**src/rtl/core/vcec_pkg.sv**
```systemverilog
package vcec_pkg;

  // Field widths
  localparam int unsigned SAMPLE_W   = 16;
  localparam int unsigned TIME_W     = 32;
  localparam int unsigned FRAME_W    = 19;
  localparam int unsigned INDEX_W    = 18;
  localparam int unsigned SILENCE_W  = 16;
  localparam int unsigned MAX_MS_W   = 20;
  localparam int unsigned CHUNK_W    = 8;
  localparam int unsigned CFG_DATA_W = 20;
  localparam int unsigned CFG_IDX_W  = 3;

  localparam int unsigned IN_DATA_W  = 72;
  localparam int unsigned IN_USER_W  = 2;
  localparam int unsigned OUT_DATA_W = 64;

  // Frame count field limit and default store depth
  localparam int unsigned FRAME_FIELD_MAX   = 524287;
  localparam int unsigned STORE_DEPTH_DEF   = 262144;

  // Register indexes
  localparam logic [CFG_IDX_W-1:0] REG_WAKE_ENABLE = 3'd0;
  localparam logic [CFG_IDX_W-1:0] REG_SILENCE_LIM = 3'd1;
  localparam logic [CFG_IDX_W-1:0] REG_MAX_CAPTURE = 3'd2;
  localparam logic [CFG_IDX_W-1:0] REG_MIN_FRAMES  = 3'd3;
  localparam logic [CFG_IDX_W-1:0] REG_CHUNK_MS    = 3'd4;
  localparam logic [CFG_IDX_W-1:0] REG_MAX_FRAMES  = 3'd5;

  // Register reset values
  localparam logic                 WAKE_ENABLE_RST = 1'b1;
  localparam logic [SILENCE_W-1:0] SILENCE_LIM_RST = 16'd1200;
  localparam logic [MAX_MS_W-1:0]  MAX_CAPTURE_RST = 20'd10000;
  localparam logic [FRAME_W-1:0]   MIN_FRAMES_RST  = 19'd1600;
  localparam logic [CHUNK_W-1:0]   CHUNK_MS_RST    = 8'd32;
  localparam logic [FRAME_W-1:0]   MAX_FRAMES_RST  = 19'd160000;

  typedef enum logic [1:0] {
    OP_SAMPLE    = 2'd0,
    OP_DETECT    = 2'd1,
    OP_PTT_START = 2'd2,
    OP_PTT_STOP  = 2'd3
  } op_t;

  typedef enum logic [1:0] {
    MODE_IDLE = 2'd0,
    MODE_PTT  = 2'd1,
    MODE_WAKE = 2'd2
  } mode_t;

  typedef enum logic [1:0] {
    CAUSE_NONE    = 2'd0,
    CAUSE_SILENCE = 2'd1,
    CAUSE_MAX     = 2'd2,
    CAUSE_PTT     = 2'd3
  } cause_t;

  typedef struct packed {
    logic                 wake_enable;
    logic [SILENCE_W-1:0] silence_limit_ms;
    logic [MAX_MS_W-1:0]  max_capture_ms;
    logic [FRAME_W-1:0]   min_frames;
    logic [CHUNK_W-1:0]   chunk_ms;
    logic [FRAME_W-1:0]   max_frames;
  } cfg_t;

  typedef struct packed {
    op_t                        operation;
    logic signed [SAMPLE_W-1:0] left_sample;
    logic signed [SAMPLE_W-1:0] right_sample;
    logic                       wake_detected;
    logic                       vad_silent;
    logic [TIME_W-1:0]          now_ms;
  } item_t;

  typedef struct packed {
    logic signed [SAMPLE_W-1:0] mono_sample;
    logic                       store_valid;
    logic [INDEX_W-1:0]         store_index;
    logic                       wake_event;
    logic                       accepted;
    logic                       capture_done;
    cause_t                     done_cause;
    logic [FRAME_W-1:0]         captured_frames;
    logic                       capture_kept;
    mode_t                      mode_now;
  } result_t;

  // (L+R)/2 truncated toward zero
  function automatic logic signed [SAMPLE_W-1:0] mix_mono(
    input logic signed [SAMPLE_W-1:0] l,
    input logic signed [SAMPLE_W-1:0] r
  );
    logic signed [SAMPLE_W:0] sum;
    logic signed [SAMPLE_W:0] adj;
    sum = {l[SAMPLE_W-1], l} + {r[SAMPLE_W-1], r};
    adj = sum + {{SAMPLE_W{1'b0}}, (sum[SAMPLE_W] & sum[0])};
    return adj[SAMPLE_W:1];
  endfunction

endpackage

```
**src/rtl/core/vcec_cfg_regs.sv**
```systemverilog
module vcec_cfg_regs (
  input  logic                                clk,
  input  logic                                rst,
  input  logic                                cfg_we,
  input  logic [vcec_pkg::CFG_IDX_W-1:0]      cfg_index,
  input  logic [vcec_pkg::CFG_DATA_W-1:0]     cfg_data,
  output vcec_pkg::cfg_t                      cfg
);
  import vcec_pkg::*;

  always_ff @(posedge clk) begin
    if (rst) begin
      cfg.wake_enable      <= WAKE_ENABLE_RST;
      cfg.silence_limit_ms <= SILENCE_LIM_RST;
      cfg.max_capture_ms   <= MAX_CAPTURE_RST;
      cfg.min_frames       <= MIN_FRAMES_RST;
      cfg.chunk_ms         <= CHUNK_MS_RST;
      cfg.max_frames       <= MAX_FRAMES_RST;
    end else if (cfg_we) begin
      case (cfg_index)
        REG_WAKE_ENABLE: cfg.wake_enable      <= cfg_data[0];
        REG_SILENCE_LIM: cfg.silence_limit_ms <= cfg_data[SILENCE_W-1:0];
        REG_MAX_CAPTURE: cfg.max_capture_ms   <= cfg_data[MAX_MS_W-1:0];
        REG_MIN_FRAMES:  cfg.min_frames       <= cfg_data[FRAME_W-1:0];
        REG_CHUNK_MS:    cfg.chunk_ms         <= cfg_data[CHUNK_W-1:0];
        REG_MAX_FRAMES:  cfg.max_frames       <= cfg_data[FRAME_W-1:0];
        default: ;
      endcase
    end
  end

endmodule

```
**src/rtl/core/vcec_capture_ctrl.sv**
```systemverilog
module vcec_capture_ctrl #(
  parameter int unsigned STORE_DEPTH = vcec_pkg::STORE_DEPTH_DEF
) (
  input  logic               clk,
  input  logic               rst,
  input  logic               advance,
  input  vcec_pkg::item_t    item,
  input  vcec_pkg::cfg_t     cfg,
  output vcec_pkg::result_t  result
);
  import vcec_pkg::*;

  localparam int unsigned CAP_LIMIT_I =
    (STORE_DEPTH > FRAME_FIELD_MAX) ? FRAME_FIELD_MAX : STORE_DEPTH;
  localparam logic [FRAME_W-1:0] CAP_LIMIT = CAP_LIMIT_I[FRAME_W-1:0];

  mode_t                capture_mode, capture_mode_next;
  logic [FRAME_W-1:0]   frame_count, frame_count_next;
  logic [SILENCE_W-1:0] silence_ms_count, silence_ms_count_next;
  logic [TIME_W-1:0]    capture_start_time, capture_start_time_next;

  logic [FRAME_W-1:0]   capacity;
  logic                 wake_start;
  mode_t                mode_eff;
  logic [FRAME_W-1:0]   frames_eff;
  logic [SILENCE_W-1:0] silence_eff;
  logic [TIME_W-1:0]    start_eff;
  logic [SILENCE_W:0]   silence_sum;
  logic [SILENCE_W-1:0] silence_upd;
  logic [TIME_W-1:0]    duration;
  logic                 silence_hit;
  logic                 by_max;

  assign capacity = (cfg.max_frames > CAP_LIMIT) ? CAP_LIMIT : cfg.max_frames;

  // a wake detection in idle, with wake enabled, restarts the capture state before the checks
  assign wake_start  = cfg.wake_enable && item.wake_detected && (capture_mode == MODE_IDLE);
  assign mode_eff    = wake_start ? MODE_WAKE : capture_mode;
  assign frames_eff  = wake_start ? '0 : frame_count;
  assign silence_eff = wake_start ? '0 : silence_ms_count;
  assign start_eff   = wake_start ? item.now_ms : capture_start_time;

  assign silence_sum = {1'b0, silence_eff} + {{(SILENCE_W + 1 - CHUNK_W){1'b0}}, cfg.chunk_ms};
  assign silence_upd = !item.vad_silent ? '0 :
                       silence_sum[SILENCE_W] ? {SILENCE_W{1'b1}} : silence_sum[SILENCE_W-1:0];
  assign duration    = item.now_ms - start_eff;
  assign silence_hit = silence_upd >= cfg.silence_limit_ms;
  assign by_max      = duration >= {{(TIME_W - MAX_MS_W){1'b0}}, cfg.max_capture_ms};

  always_comb begin
    capture_mode_next       = capture_mode;
    frame_count_next        = frame_count;
    silence_ms_count_next   = silence_ms_count;
    capture_start_time_next = capture_start_time;

    result                 = '0;
    result.done_cause      = CAUSE_NONE;

    case (item.operation)
      OP_SAMPLE: begin
        result.mono_sample = mix_mono(item.left_sample, item.right_sample);
        if (capture_mode != MODE_IDLE && frame_count < capacity) begin
          result.store_valid = 1'b1;
          result.store_index = frame_count[INDEX_W-1:0];
          frame_count_next   = frame_count + FRAME_W'(1);
        end
      end
      OP_DETECT: begin
        result.wake_event       = wake_start;
        capture_mode_next       = mode_eff;
        frame_count_next        = frames_eff;
        silence_ms_count_next   = silence_eff;
        capture_start_time_next = start_eff;
        if (mode_eff == MODE_WAKE) begin
          silence_ms_count_next = silence_upd;
          if (silence_hit || by_max) begin
            result.capture_done    = 1'b1;
            result.done_cause      = silence_hit ? CAUSE_SILENCE : CAUSE_MAX;
            result.captured_frames = frames_eff;
            result.capture_kept    = frames_eff >= cfg.min_frames;
            capture_mode_next      = MODE_IDLE;
            frame_count_next       = '0;
            silence_ms_count_next  = '0;
          end
        end
      end
      OP_PTT_START: begin
        if (capture_mode == MODE_IDLE) begin
          result.accepted         = 1'b1;
          capture_mode_next       = MODE_PTT;
          frame_count_next        = '0;
          silence_ms_count_next   = '0;
          capture_start_time_next = item.now_ms;
        end
      end
      OP_PTT_STOP: begin
        if (capture_mode == MODE_PTT) begin
          result.accepted        = 1'b1;
          result.capture_done    = 1'b1;
          result.done_cause      = CAUSE_PTT;
          result.captured_frames = frame_count;
          result.capture_kept    = 1'b1;
          capture_mode_next      = MODE_IDLE;
          frame_count_next       = '0;
          silence_ms_count_next  = '0;
        end
      end
      default: ;
    endcase

    result.mode_now = capture_mode_next;
  end

  always_ff @(posedge clk) begin
    if (rst) begin
      capture_mode       <= MODE_IDLE;
      frame_count        <= '0;
      silence_ms_count   <= '0;
      capture_start_time <= '0;
    end else if (advance) begin
      capture_mode       <= capture_mode_next;
      frame_count        <= frame_count_next;
      silence_ms_count   <= silence_ms_count_next;
      capture_start_time <= capture_start_time_next;
    end
  end

endmodule

```
**src/rtl/core/voice_capture_endpoint_controller_core.sv**
```systemverilog
// Speech capture controller core.
// Input stream (s_*): one word per sample, detect result or push-to-talk
// start/stop; tuser carries the operation code. Output stream (m_*): one
// result word per input word, in order: mono mix, store address, wake and
// end-of-capture flags, capture length and the mode after the word.
// Config port: write cfg_data to register cfg_index when cfg_we is high;
// only while no word is in flight.
// Path: input register, then result register. Throughput: one word per
// cycle while m_tready is high; the mode and counter update is
// combinational between the two registers.
// Reset: mode idle, counters and start time cleared, registers at their
// defaults, both stages empty. No clearing pass is needed.
// Stall: a stalled m_tready holds the result; the input stage still takes
// one more word, then s_tready drops until the result is taken.
module voice_capture_endpoint_controller_core #(
  parameter int unsigned STORE_DEPTH = vcec_pkg::STORE_DEPTH_DEF
) (
  input  logic                              clk,
  input  logic                              rst,
  input  logic                              s_tvalid,
  output logic                              s_tready,
  // left_sample[15:0], right_sample[31:16], wake_detected[32],
  // vad_silent[33], now_ms[65:34], zero[71:66]
  input  logic [vcec_pkg::IN_DATA_W-1:0]    s_tdata,
  // operation[1:0]
  input  logic [vcec_pkg::IN_USER_W-1:0]    s_tuser,
  output logic                              m_tvalid,
  input  logic                              m_tready,
  // mono_sample[15:0], store_valid[16], store_index[34:17], wake_event[35],
  // accepted[36], capture_done[37], done_cause[39:38],
  // captured_frames[58:40], capture_kept[59], mode_now[61:60], zero[63:62]
  output logic [vcec_pkg::OUT_DATA_W-1:0]   m_tdata,
  input  logic                              cfg_we,
  input  logic [vcec_pkg::CFG_IDX_W-1:0]    cfg_index,
  input  logic [vcec_pkg::CFG_DATA_W-1:0]   cfg_data
);
  import vcec_pkg::*;

  cfg_t    cfg;
  item_t   item_q;
  logic    in_full;
  result_t result;
  result_t res_q;
  logic    out_full;
  logic    advance;

  assign advance  = in_full && (!out_full || m_tready);
  assign s_tready = !in_full || advance;

  vcec_cfg_regs u_cfg (
    .clk       (clk),
    .rst       (rst),
    .cfg_we    (cfg_we),
    .cfg_index (cfg_index),
    .cfg_data  (cfg_data),
    .cfg       (cfg)
  );

  vcec_capture_ctrl #(
    .STORE_DEPTH (STORE_DEPTH)
  ) u_ctrl (
    .clk     (clk),
    .rst     (rst),
    .advance (advance),
    .item    (item_q),
    .cfg     (cfg),
    .result  (result)
  );

  // input register
  always_ff @(posedge clk) begin
    if (rst) begin
      in_full <= 1'b0;
    end else if (s_tready) begin
      in_full <= s_tvalid;
    end
  end

  always_ff @(posedge clk) begin
    if (s_tvalid && s_tready) begin
      item_q.operation     <= op_t'(s_tuser);
      item_q.left_sample   <= s_tdata[15:0];
      item_q.right_sample  <= s_tdata[31:16];
      item_q.wake_detected <= s_tdata[32];
      item_q.vad_silent    <= s_tdata[33];
      item_q.now_ms        <= s_tdata[65:34];
    end
  end

  // result register
  always_ff @(posedge clk) begin
    if (rst) begin
      out_full <= 1'b0;
    end else if (advance) begin
      out_full <= 1'b1;
    end else if (m_tready) begin
      out_full <= 1'b0;
    end
  end

  always_ff @(posedge clk) begin
    if (advance) begin
      res_q <= result;
    end
  end

  assign m_tvalid = out_full;
  assign m_tdata  = {2'b00,
                     res_q.mode_now,
                     res_q.capture_kept,
                     res_q.captured_frames,
                     res_q.done_cause,
                     res_q.capture_done,
                     res_q.accepted,
                     res_q.wake_event,
                     res_q.store_index,
                     res_q.store_valid,
                     res_q.mono_sample};

endmodule
```
**config.mk**
```make
export PLATFORM = sky130hd
export DESIGN_NAME = voice_capture_endpoint_controller_core
export DESIGN_NICKNAME = d
export VERILOG_FILES = /design/src/rtl/core/vcec_pkg.sv /design/src/rtl/core/vcec_cfg_regs.sv /design/src/rtl/core/vcec_capture_ctrl.sv /design/src/rtl/core/voice_capture_endpoint_controller_core.sv
export SDC_FILE = /design/constraint.sdc
export NUM_CORES = 1
export LEC_CHECK = 0
export BUFFER_PORTS_ARGS = -buffer_cell sky130_fd_sc_hd__buf_4
export CAP_MARGIN = 20
export CORE_MARGIN = 2
export CORE_UTILIZATION = 60
export DETAILED_ROUTE_END_ITERATION = 6
export PLACE_DENSITY_LB_ADDON = 0.1
export SLEW_MARGIN = 10
export SYNTH_ARGS = -nofsm -noshare
export SYNTH_HDL_FRONTEND = slang
export SYNTH_SLANG_ARGS = --single-unit
```
**constraint.sdc**
```tcl
create_clock -name clk -period 7.7 [get_ports clk]
set_input_delay 0.77 -clock clk [delete_from_list [all_inputs] [get_ports clk]]
set_output_delay 0.77 -clock clk [all_outputs]
set_load 0.03 [all_outputs]
```
# [Yosys cells after proc, flatten, opt, wreduce, memory -nomap -nowiden]
# Index checks and enable logic that the tools add are counted.
[word_totals] register_bits=284 input_bits=102 output_inout_bits=66 wordCells=114
[op_classes] n_mux=35 n_addsub=5 n_lt_le_gt_ge=5 bitwise_logic=1 reduce_logical=27 eq_ne=13
[op_table] cell="19-bit two-way mux" n=8
[op_table] cell="16-bit two-way mux" n=7
[op_table] cell="19-bit one-hot mux with 4 select lines" n=1
[op_table] cell="32-bit two-way mux" n=2
[op_table] cell="32-bit one-hot mux with 2 select lines" n=1
[op_table] cell="16-bit one-hot mux with 3 select lines" n=1
[op_table] cell="23-bit two-way mux" n=2
[op_table] cell="23-bit one-hot mux with 2 select lines" n=1
[op_table] cell="32-bit by 20-bit >= comparator with 1-bit output" n=1
[op_table] cell="32-bit subtractor" n=1
[op_table] cell="24-bit two-way mux" n=1
[op_table] cell="19-bit by 1-bit adder with 19-bit output, second input constant" n=1
[op_table] cell="19-bit >= comparator" n=1
[op_table] cell="19-bit > comparator, second input constant" n=1
[op_table] cell="19-bit < comparator" n=1
[op_table] cell="16-bit by 16-bit adder with 17-bit output" n=1
[op_table] cell="16-bit by 8-bit adder with 17-bit output" n=1
[op_table] cell="17-bit by 1-bit adder with 17-bit output" n=1
[op_table] cell="16-bit >= comparator" n=1
[op_table] cell="2-bit AND reduction" n=7
[op_table] cell="2-bit two-way mux" n=6
[op_table] cell="4-bit AND reduction" n=2
[op_table] cell="2-bit equality test, second input constant" n=3
[op_table] cell="3-bit by 2-bit equality test with 1-bit output, second input constant" n=2
[op_table] cell="other kinds (16)" n=32

# [Longest topological paths before layout]
# Gate-level depths: netlist (run 1).
[logic_depth] word_depth=11 ltp_mapped=31 ltp_nobuf=27

# [Cells and area by module]
# From an unflattened synthesis (run 1), not the netlist that was laid out.
[hier_totals] hier_cells=1792 area_unflattened_um2=16927.5
[by_module_without_submodules] module="vcec_capture_ctrl" cells_each=1333 seq_area_each_um2=1381.3 area_each_um2=9452.8 instances=1
[by_module_without_submodules] module="voice_capture_endpoint_controller_core" cells_each=143 seq_area_each_um2=3943.8 area_each_um2=4026.4 instances=1
[by_module_without_submodules] module="vcec_cfg_regs" cells_each=316 seq_area_each_um2=1661.6 area_each_um2=3448.3 instances=1

# [Least setup slack after synthesis (run 1)]
# Ideal clock, no wire load.
[synth_timing] kind="register -> register" start="register u_ctrl.capture_mode[1]" end="register u_ctrl.silence_ms_count[0]" path_stages_with_launch=27 setup_slack_ps=776 setup_ps=67 required_ps=7633 period_less_slack_ps=6924 path_buffers=5 arrival_ps=6857 path_cell_list="dfxtp_1 > nor4bb_1 > buf_2 > buf_1 > clkbuf_1 > mux2i_1 > ha_1 > clkbuf_1 > nand2_1 > o21ai_0 > o21ai_0 > o21bai_1 > and2_1 > xnor2_1 > ha_1 > and3_1 > a221oi_1 > o32ai_1 > or4_1 > a2111oi_2 > o2111ai_1 > a311o_1 > a311o_1 > or4b_4 > or4_4 > buf_6 > o21ai_2"
[synth_between] elab_chain_len=11 elab_cells_between_ends=20 classes_between="add/sub (2); order compare (2); eq/ne (4); mux (8); reduce/logical (4)"
[synth_rtl] item="start: declaration" line_no="vcec_capture_ctrl.sv:17" rtl="mode_t capture_mode, capture_mode_next;"
[synth_rtl] item="start signal: assignment" line_no="vcec_capture_ctrl.sv:121" rtl="capture_mode <= capture_mode_next;"
[synth_rtl] item="parallel branches: the longest is 11 deep, another holds 32-bit subtractor"
[synth_rtl] item="end signal: assignment" line_no="vcec_capture_ctrl.sv:123" rtl="silence_ms_count <= silence_ms_count_next;"
[synth_rtl] item="end: declaration" line_no="vcec_capture_ctrl.sv:19" rtl="logic [SILENCE_W-1:0] silence_ms_count, silence_ms_count_next;"
# Parallel ways; which one is timed is not known.
# A chain may end at the register's enable or synchronous reset.

# [Worst setup path after layout (run 1)]
[layout_timing] start="register u_ctrl.capture_mode[0]" end="register u_ctrl.silence_ms_count[1]"
# Same word-level chain as after synthesis.

==> flow_metrics.env, run 1 <==
export IMPL_setup_tns_ns=0
export IMPL_holdPathEnd="item_q[34]"
export IMPL_grt_overflow_total=0
export IMPL_grt_pass1_wl_mm=65.49
export IMPL_fillers=2120
export IMPL_ys_types=82
export IMPL_rows=60
export IMPL_start_util_pct=60.97
export IMPL_syn_inst=1854
export IMPL_synth_edff_count=130
export IMPL_syn_to_final_growth_pct=15.56
export IMPL_rsz0062_at_grt="no"
export IMPL_slew_headroom_pct=39.23
export IMPL_hold_slack_ns=0.3599
export IMPL_ctsHoldBuffers=0
export IMPL_fmax_ghz=0.1404
export IMPL_clock_latency_ns=0.59
export IMPL_worstMarginPinSlew_ns=0.9115
export IMPL_worst_setup_path_type="flop to flop"
export IMPL_globalplace_congestion=0.9435
export IMPL_clk_pin_slew_ns=0.06
export IMPL_netlist_area_sq_um=16430
export IMPL_first_global_vias=13320
export IMPL_crit_path_start_kind="flop"
export IMPL_cp_top_family="simple AND/OR/NAND/NOR gates"
export IMPL_antennaDiodeCount=0
export IMPL_finalSetupViolations=0
export IMPL_timing_rr_start="u_ctrl.capture_mode[0]"
export IMPL_irDropWorstVdd_mv=0.2434
export IMPL_die_area_sq_um=28730
export IMPL_timing_final_crit_share_pct=92.50
export IMPL_layout_drive_gt1_share_pct=13.57
export IMPL_grtUsageTotal_pct=28.21
export IMPL_antenna_found_initial=0
export IMPL_drv_slew=0
export IMPL_cts_buffers=30
export IMPL_vias=13840
export IMPL_hold_class="primary input to flop"
export IMPL_grt_start_max_net_pins=85
export IMPL_fin_cells=2345
export IMPL_synth_flop_cell="dfxtp_1"
export IMPL_fin_nets=2212
export IMPL_coreArea_sq_um=26950
export IMPL_crit_chain="nor4bb_4 -> buf_4 -> buf_4 -> mux2i_1 -> ha_1 -> a21oi_1 -> o21ai_0 -> o21ai_0 -> o21bai_1 -> and2_1 -> xnor2_1 -> ha_1 -> and3_1 -> a221oi_1 -> o32ai_1 -> or4_1 -> a2111oi_2 -> o2111ai_1 -> a311o_1 -> a311o_1 -> or4b_4 -> or4_4 -> buf_12 -> o21ai_2"
export IMPL_r2r_end="u_ctrl.silence_ms_count[1]"
export IMPL_syn_area_per_cell_sq_um=8.864
export IMPL_period_minus_slack_ns=7.122
export IMPL_yosys_warnings=0
export IMPL_ant_nets=0
export IMPL_arrival_ns=7.64
export IMPL_cap_violations=0
export IMPL_drt_pass1_iterations=6
export IMPL_post_dp_hpwl_mm=29.65
export IMPL_synthArstFlopShare_pct=0
export IMPL_cp_buffers_inverters=3
export IMPL_hold_depth=1
export IMPL_cts_root_buf="clkbuf_16"
export IMPL_dp_cells=2285
export IMPL_drt_iter0_drc=907
export IMPL_h_tree_depth=1
export IMPL_cp_required_ns=8.22
export IMPL_clockBufferDepth=3
export IMPL_r2r_cells=24
export IMPL_hp_start="s_tdata[16]"
export IMPL_pin_count=168
export IMPL_ys_seq_area_share_pct=42.52
export IMPL_finish_utilization_pct=70.46
export IMPL_status="completed"
export IMPL_multi_input_area_sq_um=8777
export IMPL_cp_depth=24
export IMPL_cts_sinks=284
export IMPL_port_buffers=159
export IMPL_ff_latch_area_sq_um=6987
export IMPL_end_kind="flop"
export IMPL_crit_path_max_incr_delay_ns=0.67
export IMPL_powerDensity_nw_per_um2=205.5
export IMPL_p_leak_nw=7.582
export IMPL_wl_per_cell_um=17.37
export IMPL_r2r_slack_ns=0.58
export IMPL_drc=0
export IMPL_hold_violations=0
export IMPL_viasPerCell=5.901
export IMPL_die_x_um=169.5
export IMPL_cp_slowest_cell="or4b_4"
export IMPL_cts_tree="built"
export IMPL_skew_ns=0.04182
export IMPL_synth_ff_latch_count=284
export IMPL_worstPathMaxFanout=14
export IMPL_fp_dieH_um=169.5
export IMPL_drt_wl_total_mm=40.73
## cell usage in the layout (no fill, tap or decap), drive strengths merged, types with 27 or more instances in the layout
cell type	synthesis	routed
a21oi	191	191
nor2b	27	27
a21o	29	29
nand3	33	33
nor3	44	44
nor2	109	109
clkbuf	71	40
nand2	330	330
nand4	33	33
mux2i	34	34
inv	95	98
ha	128	128
buf	15	179
dfxtp	154	154
o21ai	79	79
xnor2	37	37
edfxtp	130	130
and2	41	41
## cell families after synthesis
kind of cell | share of synthesized area, %
adder cells (fa/ha/maj) | 9.989
buffers and inverters | 4.386
other | 0.02282
XOR/XNOR | 3.144
AND/OR/NAND/NOR | 20.33
flip-flops | 42.52
AO/OA/AOI/OAI | 17.47
multiplexers | 2.140
## report_power, final
part	total [mW]	internal, mW	leakage [nW]	switching, mW
clock network	1.56	0.957	0.533	0.605
logic	0.676	0.268	4.56	0.408
registers	1.66	1.64	2.49	0.0295
## how the worst max path moves through the flow
stage / from / end / slack, ns
after floorplan: u_ctrl.capture_mode[1] / u_ctrl.silence_ms_count[0] / 0.78
final: u_ctrl.capture_mode[0] / u_ctrl.silence_ms_count[1] / 0.58
after detailed placement: u_ctrl.capture_mode[0] / u_ctrl.silence_ms_count[13] / 0.29
after CTS: u_ctrl.capture_mode[0] / u_ctrl.silence_ms_count[13] / 0.30
after global routing: u_ctrl.capture_mode[0] / u_ctrl.silence_ms_count[6] / 0.06
after global placement: u_ctrl.capture_mode[0] / u_ctrl.silence_ms_count[13] / 0.49
## through the flow
step	instance area (sq um)	total power [mW]	setup WS (ns)
2_1_floorplan	16440	2.166	0.7755
3_3_place_gp	17840	2.346	0.4856
3_5_place_dp	17840	2.362	0.2855
4_1_cts	18920	3.916	0.2979
5_1_grt	18990	4.056	0.05897
6_report	18990	3.903	0.5778
## Yosys cell counts, types with 34 or more instances
cell	number	area [sq um]
a21oi_1	190	950.9
and2_1	41	256.5
clkbuf_1	71	266.5
dfxtp_1	154	3083
edfxtp_1	130	3904
ha_1	128	1602
inv_1	95	356.6
mux2i_1	34	340.3
nand2_1	330	1239
nor2_1	109	409.1
nor3_1	44	220.2
o21ai_0	67	335.3
xnor2_1	37	324.1
## flip-flops by register name (all words and copies together), names as in the netlist
signal / flops
in_full: 1
item_q: 68
m_tdata: 62
m_tvalid: 1
u_cfg.cfg: 83
u_ctrl.capture_mode: 2
u_ctrl.capture_start_time: 32
u_ctrl.frame_count: 19
u_ctrl.silence_ms_count: 16
## layer usage
metal	vias to the layer above	wire [um]	GRT usage, %
met3	87	2494	3.405
met4	0	1597	11.82
met1	6472	17270	36.39
met2	422	19360	48.15
met5	-	0	0
li1	6858	-	-
## timing repair
item | 4_1_cts | 5_1_grt
gates resized for setup | 0 | 2
setup buffers | 0 | 3
endpoints found under the setup margin | 0 | 19
## layout make-up
type,count,area share (%)
Tap cell,341,2.247
Clock buffer,40,4.368
Sequential cell,284,36.79
Clock inverter,16,1.298
Multi-Input combinational cell,1388,46.22
Inverter,97,1.917
Timing Repair Buffer,179,7.162
No activity file was read; power rests on OpenSTA's default activity.
==> run 2, diff against run 1 <==
--- a/config.mk
+++ b/config.mk
@@ -7,6 +7,7 @@
 export LEC_CHECK = 0
 export BUFFER_PORTS_ARGS = -buffer_cell sky130_fd_sc_hd__buf_4
 export CAP_MARGIN = 20
+export CORE_ASPECT_RATIO = 0.8
 export CORE_MARGIN = 2
 export CORE_UTILIZATION = 60
 export DETAILED_ROUTE_END_ITERATION = 6
@@ -14,4 +15,5 @@
 export SLEW_MARGIN = 10
 export SYNTH_ARGS = -nofsm -noshare
 export SYNTH_HDL_FRONTEND = slang
+export SYNTH_HIERARCHICAL = 1
 export SYNTH_SLANG_ARGS = --single-unit
==> constraint.sdc (replaced) <==
create_clock -name clk -period 7.2 [get_ports clk]
set_input_delay 0.72 -clock clk [delete_from_list [all_inputs] [get_ports clk]]
set_output_delay 0.72 -clock clk [all_outputs]
set_load 0.03 [all_outputs]
==> run 2 against run 1 <==
Sequential power grew 7%. First-iteration DRC count grew 7.2%. Synthesized area grew 3.0%. Core utilization shrank 0.39 points. Setup slack lost 0.20 ns. Register-to-register slack lost 0.20 ns. Critical path depth is the same. Hold slack lost 0.051 ns. Final area grew 1.5%. Global-route usage shrank 0.94 points. Largest cell class unchanged. Largest power group unchanged.
==> flow_metrics.env, run 2 <==
export IMPL_clockBufferDepth=3
export IMPL_cts_buffers=28
export IMPL_cts_root_buf="clkbuf_16"
export IMPL_synth_flop_cell="dfxtp_1"
export IMPL_viasPerCell=5.844
export IMPL_hold_class="primary input to flop"
export IMPL_grt_start_max_net_pins=93
export IMPL_arrival_ns=7.14
export IMPL_cp_buffers_inverters=1
export IMPL_synth_top_cell_area_share_pct=23.06
export IMPL_wl_per_cell_um=17.67
export IMPL_finalSetupViolations=0
export IMPL_crit_path_max_incr_delay_ns=0.63
export IMPL_clk_pin_slew_ns=0.07
export IMPL_largest_reg_flops=83
export IMPL_powerDensity_nw_per_um2=213.4
export IMPL_hold_slack_ns=0.3093
export IMPL_vias=13450
export IMPL_postCtsSetupBuffers=0
export IMPL_crit_chain="nand4bb_1 -> and2_1 -> ha_1 -> fa_1 -> a21o_1 -> a21oi_1 -> o21ai_0 -> o41ai_1 -> nor3b_1 -> nand3_1 -> nor2_1 -> o21ai_0 -> ha_1 -> nand2b_1 -> a21oi_1 -> nor2b_1 -> o21ai_0 -> a21oi_1 -> o41ai_1 -> o2bb2ai_1 -> nor4b_4 -> buf_4 -> or2_2 -> a21oi_1"
export IMPL_netlist_area_sq_um=16930
export IMPL_fmax_ghz=0.1467
export IMPL_rows=54
export IMPL_pin_count=168
export IMPL_h_tree_depth=1
export IMPL_syn_to_final_growth_pct=13.83
export IMPL_first_global_vias=12670
export IMPL_crit_path_start_kind="flop"
export IMPL_synthArstFlopShare_pct=0
export IMPL_drv_slew=0
export IMPL_drt_pass1_iterations=6
export IMPL_cts_tree="built"
export IMPL_die_x_um=191.8
export IMPL_final_common_cell="nand2_1"
export IMPL_synth_ff_latch_count=284
export IMPL_globalplace_congestion=0.8825
export IMPL_period_minus_slack_ns=6.817
export IMPL_grt_overflow_total=0
export IMPL_syn_inst=1792
export IMPL_top_register="u_cfg/cfg"
export IMPL_irDropWorstVdd_mv=0.2203
export IMPL_synth_most_common_cell="nand2_1"
export IMPL_coreArea_sq_um=27500
export IMPL_ys_types=93
export IMPL_skew_ns=0.01650
export IMPL_synth_edff_count=130
export IMPL_antenna_found_initial=0
export IMPL_die_area_sq_um=29580
export IMPL_cts_resized=0
export IMPL_ys_seq_area_share_pct=41.27
export IMPL_ant_nets=0
export IMPL_timing_final_crit_share_pct=94.69
export IMPL_rsz0062_at_grt="no"
export IMPL_hold_violations=0
export IMPL_cts_sinks=284
export IMPL_yosys_area_top_type="edfxtp_1"
export IMPL_synthTopCellsByArea="edfxtp_1 23%, dfxtp_1 18%, ha_1 9.5%"
export IMPL_drt_iter0_drc=972
export IMPL_status="completed"
export IMPL_drc=0
export IMPL_drt_wl_total_mm=40.66
export IMPL_start_util_pct=61.56
export IMPL_worstMarginPinSlew_ns=1.117
export IMPL_fp_dieH_um=154.2
export IMPL_layout_drive_gt1_share_pct=13.37
export IMPL_cp_slowest_cell="nand4bb_1"
export IMPL_post_dp_cell_area_sq_um=18260
export IMPL_slew_headroom_pct=25.55
export IMPL_fin_nets=2147
export IMPL_cp_common_cell="a21oi_1"
export IMPL_most_common_layout_cells="190 x nand2_1, 177 x buf_4, 154 x dfxtp_1"
export IMPL_end_kind="flop"
export IMPL_p_leak_nw=8.003
export IMPL_post_dp_hpwl_mm=29.86
export IMPL_grtUsageTotal_pct=27.27
export IMPL_setup_tns_ns=0
export IMPL_yosys_warnings=6
export IMPL_ys_top_cells_by_count="190 x nand2_1, 154 x dfxtp_1, 133 x nor2_1"
export IMPL_clock_latency_ns=0.58
export IMPL_antennaDiodeCount=0
export IMPL_finish_utilization_pct=70.07
export IMPL_total_power_mw=4.112
export IMPL_worstPathMaxFanout=16
export IMPL_worst_setup_path_type="flop to flop"
export IMPL_port_buffers=159
export IMPL_cp_top_family="compound AO/OA/AOI/OAI gates"
export IMPL_ctsHoldBuffers=0
export IMPL_fillers=2141
export IMPL_syn_area_per_cell_sq_um=9.446
export IMPL_cap_violations=0
export IMPL_grt_pass1_wl_mm=64.77
export IMPL_cp_required_ns=7.52
export IMPL_fin_area_sq_um=19270
## run 2: path summary, 6_finish.rpt
path | start | to | slack [ns] | depth (start not counted)
setup / recovery | u_ctrl/capture_mode[0] | m_tdata[59] | 0.38 | 24
hold / removal | s_tdata[18] | item_q[36] | 0.31 | 1
setup reg to reg | u_ctrl/capture_mode[0] | m_tdata[59] | 0.38 | 24
hold reg to reg | u_ctrl/silence_ms_count[5] | u_ctrl/silence_ms_count[5] | 0.43 | 2
## run 2: kinds of logic (layout without fill, tap and decap cells)
group,Yosys count,after routing,share of synthesized area [%]
multiplexers,114,114,6.748
adder cells (fa/ha/maj),130,130,9.698
XOR/XNOR,62,62,3.208
buffers and inverters,162,306,4.324
flip-flops,284,284,41.27
AND/OR/NAND/NOR,686,686,21.08
other,1,2,0.02215
AO/OA/AOI/OAI,353,353,13.64
## run 2: through the flow
step / setup WS (ns) / instances
final: 0.3826 / 2301
after global routing: 0.1800 / 2301
after CTS: 0.5243 / 2299
after detailed placement: 0.5609 / 2247
after global placement: 0.6699 / 2247
after floorplan: 0.4767 / 1793
## run 2: worst reg2reg max path: stages (launching register included)
cell and delay [ns]:
dfxtp_1 0.41, nand4bb_1 0.63, and2_1 0.40, ha_1 0.21, fa_1 0.40, a21o_1 0.20, a21oi_1 0.22, o21ai_0 0.16
o41ai_1 0.58, nor3b_1 0.22, nand3_1 0.21, nor2_1 0.09, o21ai_0 0.24, ha_1 0.28, nand2b_1 0.14, a21oi_1 0.13
nor2b_1 0.05, o21ai_0 0.18, a21oi_1 0.10, o41ai_1 0.39, o2bb2ai_1 0.40, nor4b_4 0.36, buf_4 0.30, or2_2 0.20
a21oi_1 0.06
## run 2: where the power goes
part / total [mW] / leakage [nW] / switching, mW / internal (mW)
registers: 1.78 / 2.48 / 0.0324 / 1.75
logic: 0.766 / 5.03 / 0.462 / 0.304
clock network: 1.56 / 0.495 / 0.661 / 0.904
## run 2: per-layer routing
metal	share of wire, %	vias up	GRT usage (%)
li1	-	6664	-
met1	47	6302	39.34
met2	44	412	43.01
met3	6.3	68	4.221
met4	2.2	0	6.777
met5	0	-	0
## run 2: final cells by class
type | instances | area, sq um | area share (%)
clock buffers | 36 | 803.3 | 4.169
clock inverters | 16 | 190.2 | 0.9870
inverters | 76 | 285.3 | 1.481
multi-input cells | 1347 | 9214 | 47.82
flip-flops and latches | 284 | 6987 | 36.26
well taps | 364 | 455.4 | 2.364
repair buffers | 178 | 1334 | 6.922
==> run 3, diff against run 2 <==
--- a/config.mk
+++ b/config.mk
@@ -5,13 +5,14 @@
 export SDC_FILE = /design/constraint.sdc
 export NUM_CORES = 1
 export LEC_CHECK = 0
+export ABC_CLOCK_PERIOD_IN_PS = 7200
 export BUFFER_PORTS_ARGS = -buffer_cell sky130_fd_sc_hd__buf_4
 export CAP_MARGIN = 20
 export CORE_ASPECT_RATIO = 0.8
 export CORE_MARGIN = 2
 export CORE_UTILIZATION = 60
 export DETAILED_ROUTE_END_ITERATION = 6
-export PLACE_DENSITY_LB_ADDON = 0.1
+export PLACE_DENSITY = 0.89
 export SLEW_MARGIN = 10
 export SYNTH_ARGS = -nofsm -noshare
 export SYNTH_HDL_FRONTEND = slang
==> run 3 against run 2 <==
Combinational power decreased by 0.5%. Non-clock buffer count decreased by 3. Sequential power about the same. Setup slack gained 0.16 ns. Clock power is 8% lower.
==> flow_metrics.env, run 3 (synthesis gave the netlist of run 2 again) <==
export IMPL_status="completed"
export IMPL_worstPathMaxFanout=19
export IMPL_cts_tree="built"
export IMPL_final_common_cell="nand2_1"
export IMPL_cap_violations=0
export IMPL_slew_headroom_pct=26.38
export IMPL_fmax_ghz=0.1503
export IMPL_cts_root_buf="clkbuf_16"
export IMPL_hold_violations=0
export IMPL_worst_setup_path_type="flop to flop"
export IMPL_die_area_sq_um=29580
export IMPL_fillers=2007
export IMPL_grt_overflow_total=0
export IMPL_worstMarginPinSlew_ns=1.104
export IMPL_grt_pass1_wl_mm=65.88
export IMPL_total_power_mw=3.988
export IMPL_cts_sinks=284
export IMPL_globalplace_congestion=0.8988
export IMPL_start_util_pct=61.56
export IMPL_ctsHoldBuffers=0
export IMPL_hold_slack_ns=0.3330
export IMPL_grt_start_max_net_pins=91
export IMPL_die_x_um=191.8
export IMPL_post_dp_hpwl_mm=30.10
export IMPL_clock_latency_ns=0.56
export IMPL_antennaDiodeCount=0
export IMPL_finalSetupViolations=0
export IMPL_rows=54
export IMPL_syn_to_final_growth_pct=13.23
export IMPL_fp_dieH_um=154.2
export IMPL_fin_nets=2144
export IMPL_period_minus_slack_ns=6.655
export IMPL_grtUsageTotal_pct=27.58
export IMPL_clkPwrFrac_pct=36.2
export IMPL_drv_slew=0
export IMPL_wl_per_cell_um=17.97
export IMPL_crit_path_start_kind="flop"
export IMPL_swShare_pct=27.80
export IMPL_layout_drive_gt1_share_pct=13.15
export IMPL_port_buffers=159
export IMPL_power_frac_comb_pct=19.1
export IMPL_seqPwrFrac_pct=44.7
export IMPL_drt_wl_total_mm=41.25
export IMPL_drt_iter0_drc=1137
export IMPL_irDropWorstVdd_mv=0.2030
export IMPL_clk_pin_slew_ns=0.07
export IMPL_cp_required_ns=7.51
export IMPL_rsz0062_at_grt="no"
export IMPL_ant_nets=0
export IMPL_top_register="u_cfg/cfg"
export IMPL_vias=13700
export IMPL_antenna_found_initial=0
export IMPL_cts_buffers=28
export IMPL_drc=0
export IMPL_clockBufferDepth=3
export IMPL_viasPerCell=5.968
export IMPL_end_kind="flop"
export IMPL_largest_reg_flops=83
export IMPL_coreArea_sq_um=27500
export IMPL_cts_resized=0
export IMPL_powerDensity_nw_per_um2=208.1
export IMPL_timing_final_crit_share_pct=92.43
export IMPL_pin_count=168
export IMPL_skew_ns=0.01382
export IMPL_drt_pass1_iterations=5
export IMPL_most_common_layout_cells="190 x nand2_1, 174 x buf_4, 154 x dfxtp_1"
export IMPL_p_switching_mw=1.109
export IMPL_p_leak_nw=7.952
export IMPL_hold_class="primary input to flop"
export IMPL_power_internal_mw=2.879
export IMPL_h_tree_depth=1
export IMPL_arrival_ns=6.96
export IMPL_postCtsSetupBuffers=0
export IMPL_setup_tns_ns=0
export IMPL_first_global_vias=13100
==> run 3: cell count changes in the layout (fill, tap and decap cells not counted), sizes merged <==
cell      previous run  this run
bufinv               3         0
clkinvlp             0         1
clkinv              11         6
clkbuf              37        44
inv                 78        76
buf                177       174
==> run 3: path summary, 6_finish.rpt <==
check                             start  slack, ns                         end  cells past startpoint
max              u_ctrl/capture_mode[1]       0.54                 m_tdata[55]                     21
min                         s_tdata[49]       0.33                  item_q[15]                      1
max reg2reg      u_ctrl/capture_mode[1]       0.54                 m_tdata[55]                     21
min reg2reg  u_ctrl/silence_ms_count[7]       0.44  u_ctrl/silence_ms_count[7]                      2
==> run 3: layout make-up <==
cell class / count / area (sq um) / share of cell area [%]
Clock buffer: 43 / 865.8 / 4.517
Multi-Input combinational cell: 1347 / 9216 / 48.08
Sequential cell: 284 / 6987 / 36.45
Inverter: 76 / 285.3 / 1.488
Tap cell: 364 / 455.4 / 2.376
Timing Repair Buffer: 175 / 1311 / 6.841
Clock inverter: 7 / 46.29 / 0.2415
==> run 3: metal layers <==
layer / part of all wire [%] / GRT usage, % / up-vias
li1: - / - / 6655
met1: 44 / 37.87 / 6487
met2: 46 / 45.44 / 492
met3: 7.5 / 4.833 / 68
met4: 2.4 / 6.703 / 0
met5: 0 / 0 / -
==> run 3: per-stage QoR <==
step | instance area (sq um) | cells | setup WS, ns | utilization (%)
detailed placement | 18250 | 2245 | 0.6915 | 66.37
global route | 19170 | 2296 | 0.1327 | 69.70
floorplan | 16930 | 1793 | 0.4767 | -
global placement | 18250 | 2245 | 0.7575 | 66.35
CTS | 19160 | 2295 | 0.6469 | 69.68
finish | 19170 | 2296 | 0.5447 | 69.70
==> run 3: power by group through the flow <==
stage	clock network, mW	registers (mW)	logic, mW
after CTS	1.47	1.78	0.752
after detailed placement	0	1.82	0.745
after floorplan	0	1.84	0.513
final	1.44	1.78	0.762
after global placement	0	1.81	0.726
after global routing	1.53	1.79	0.837
==> run 3: critical path, cell delays in order, from the launching register on <==
cell and delay, ns:
dfxtp_1 0.41, and4bb_2 0.68, buf_4 0.38, mux2i_1 0.12, ha_1 0.43, nand2_1 0.17, nor2_1 0.19, nand4_1 0.12
o31a_1 0.30, nor2b_1 0.20, xnor2_1 0.14, ha_1 0.32, a31oi_1 0.22, nand2_1 0.09, a221oi_2 0.18, a221oi_1 0.15
or3_1 0.35, or4_1 0.51, or4_4 0.51, nor4b_4 0.35, o31ai_2 0.26, and2_1 0.26
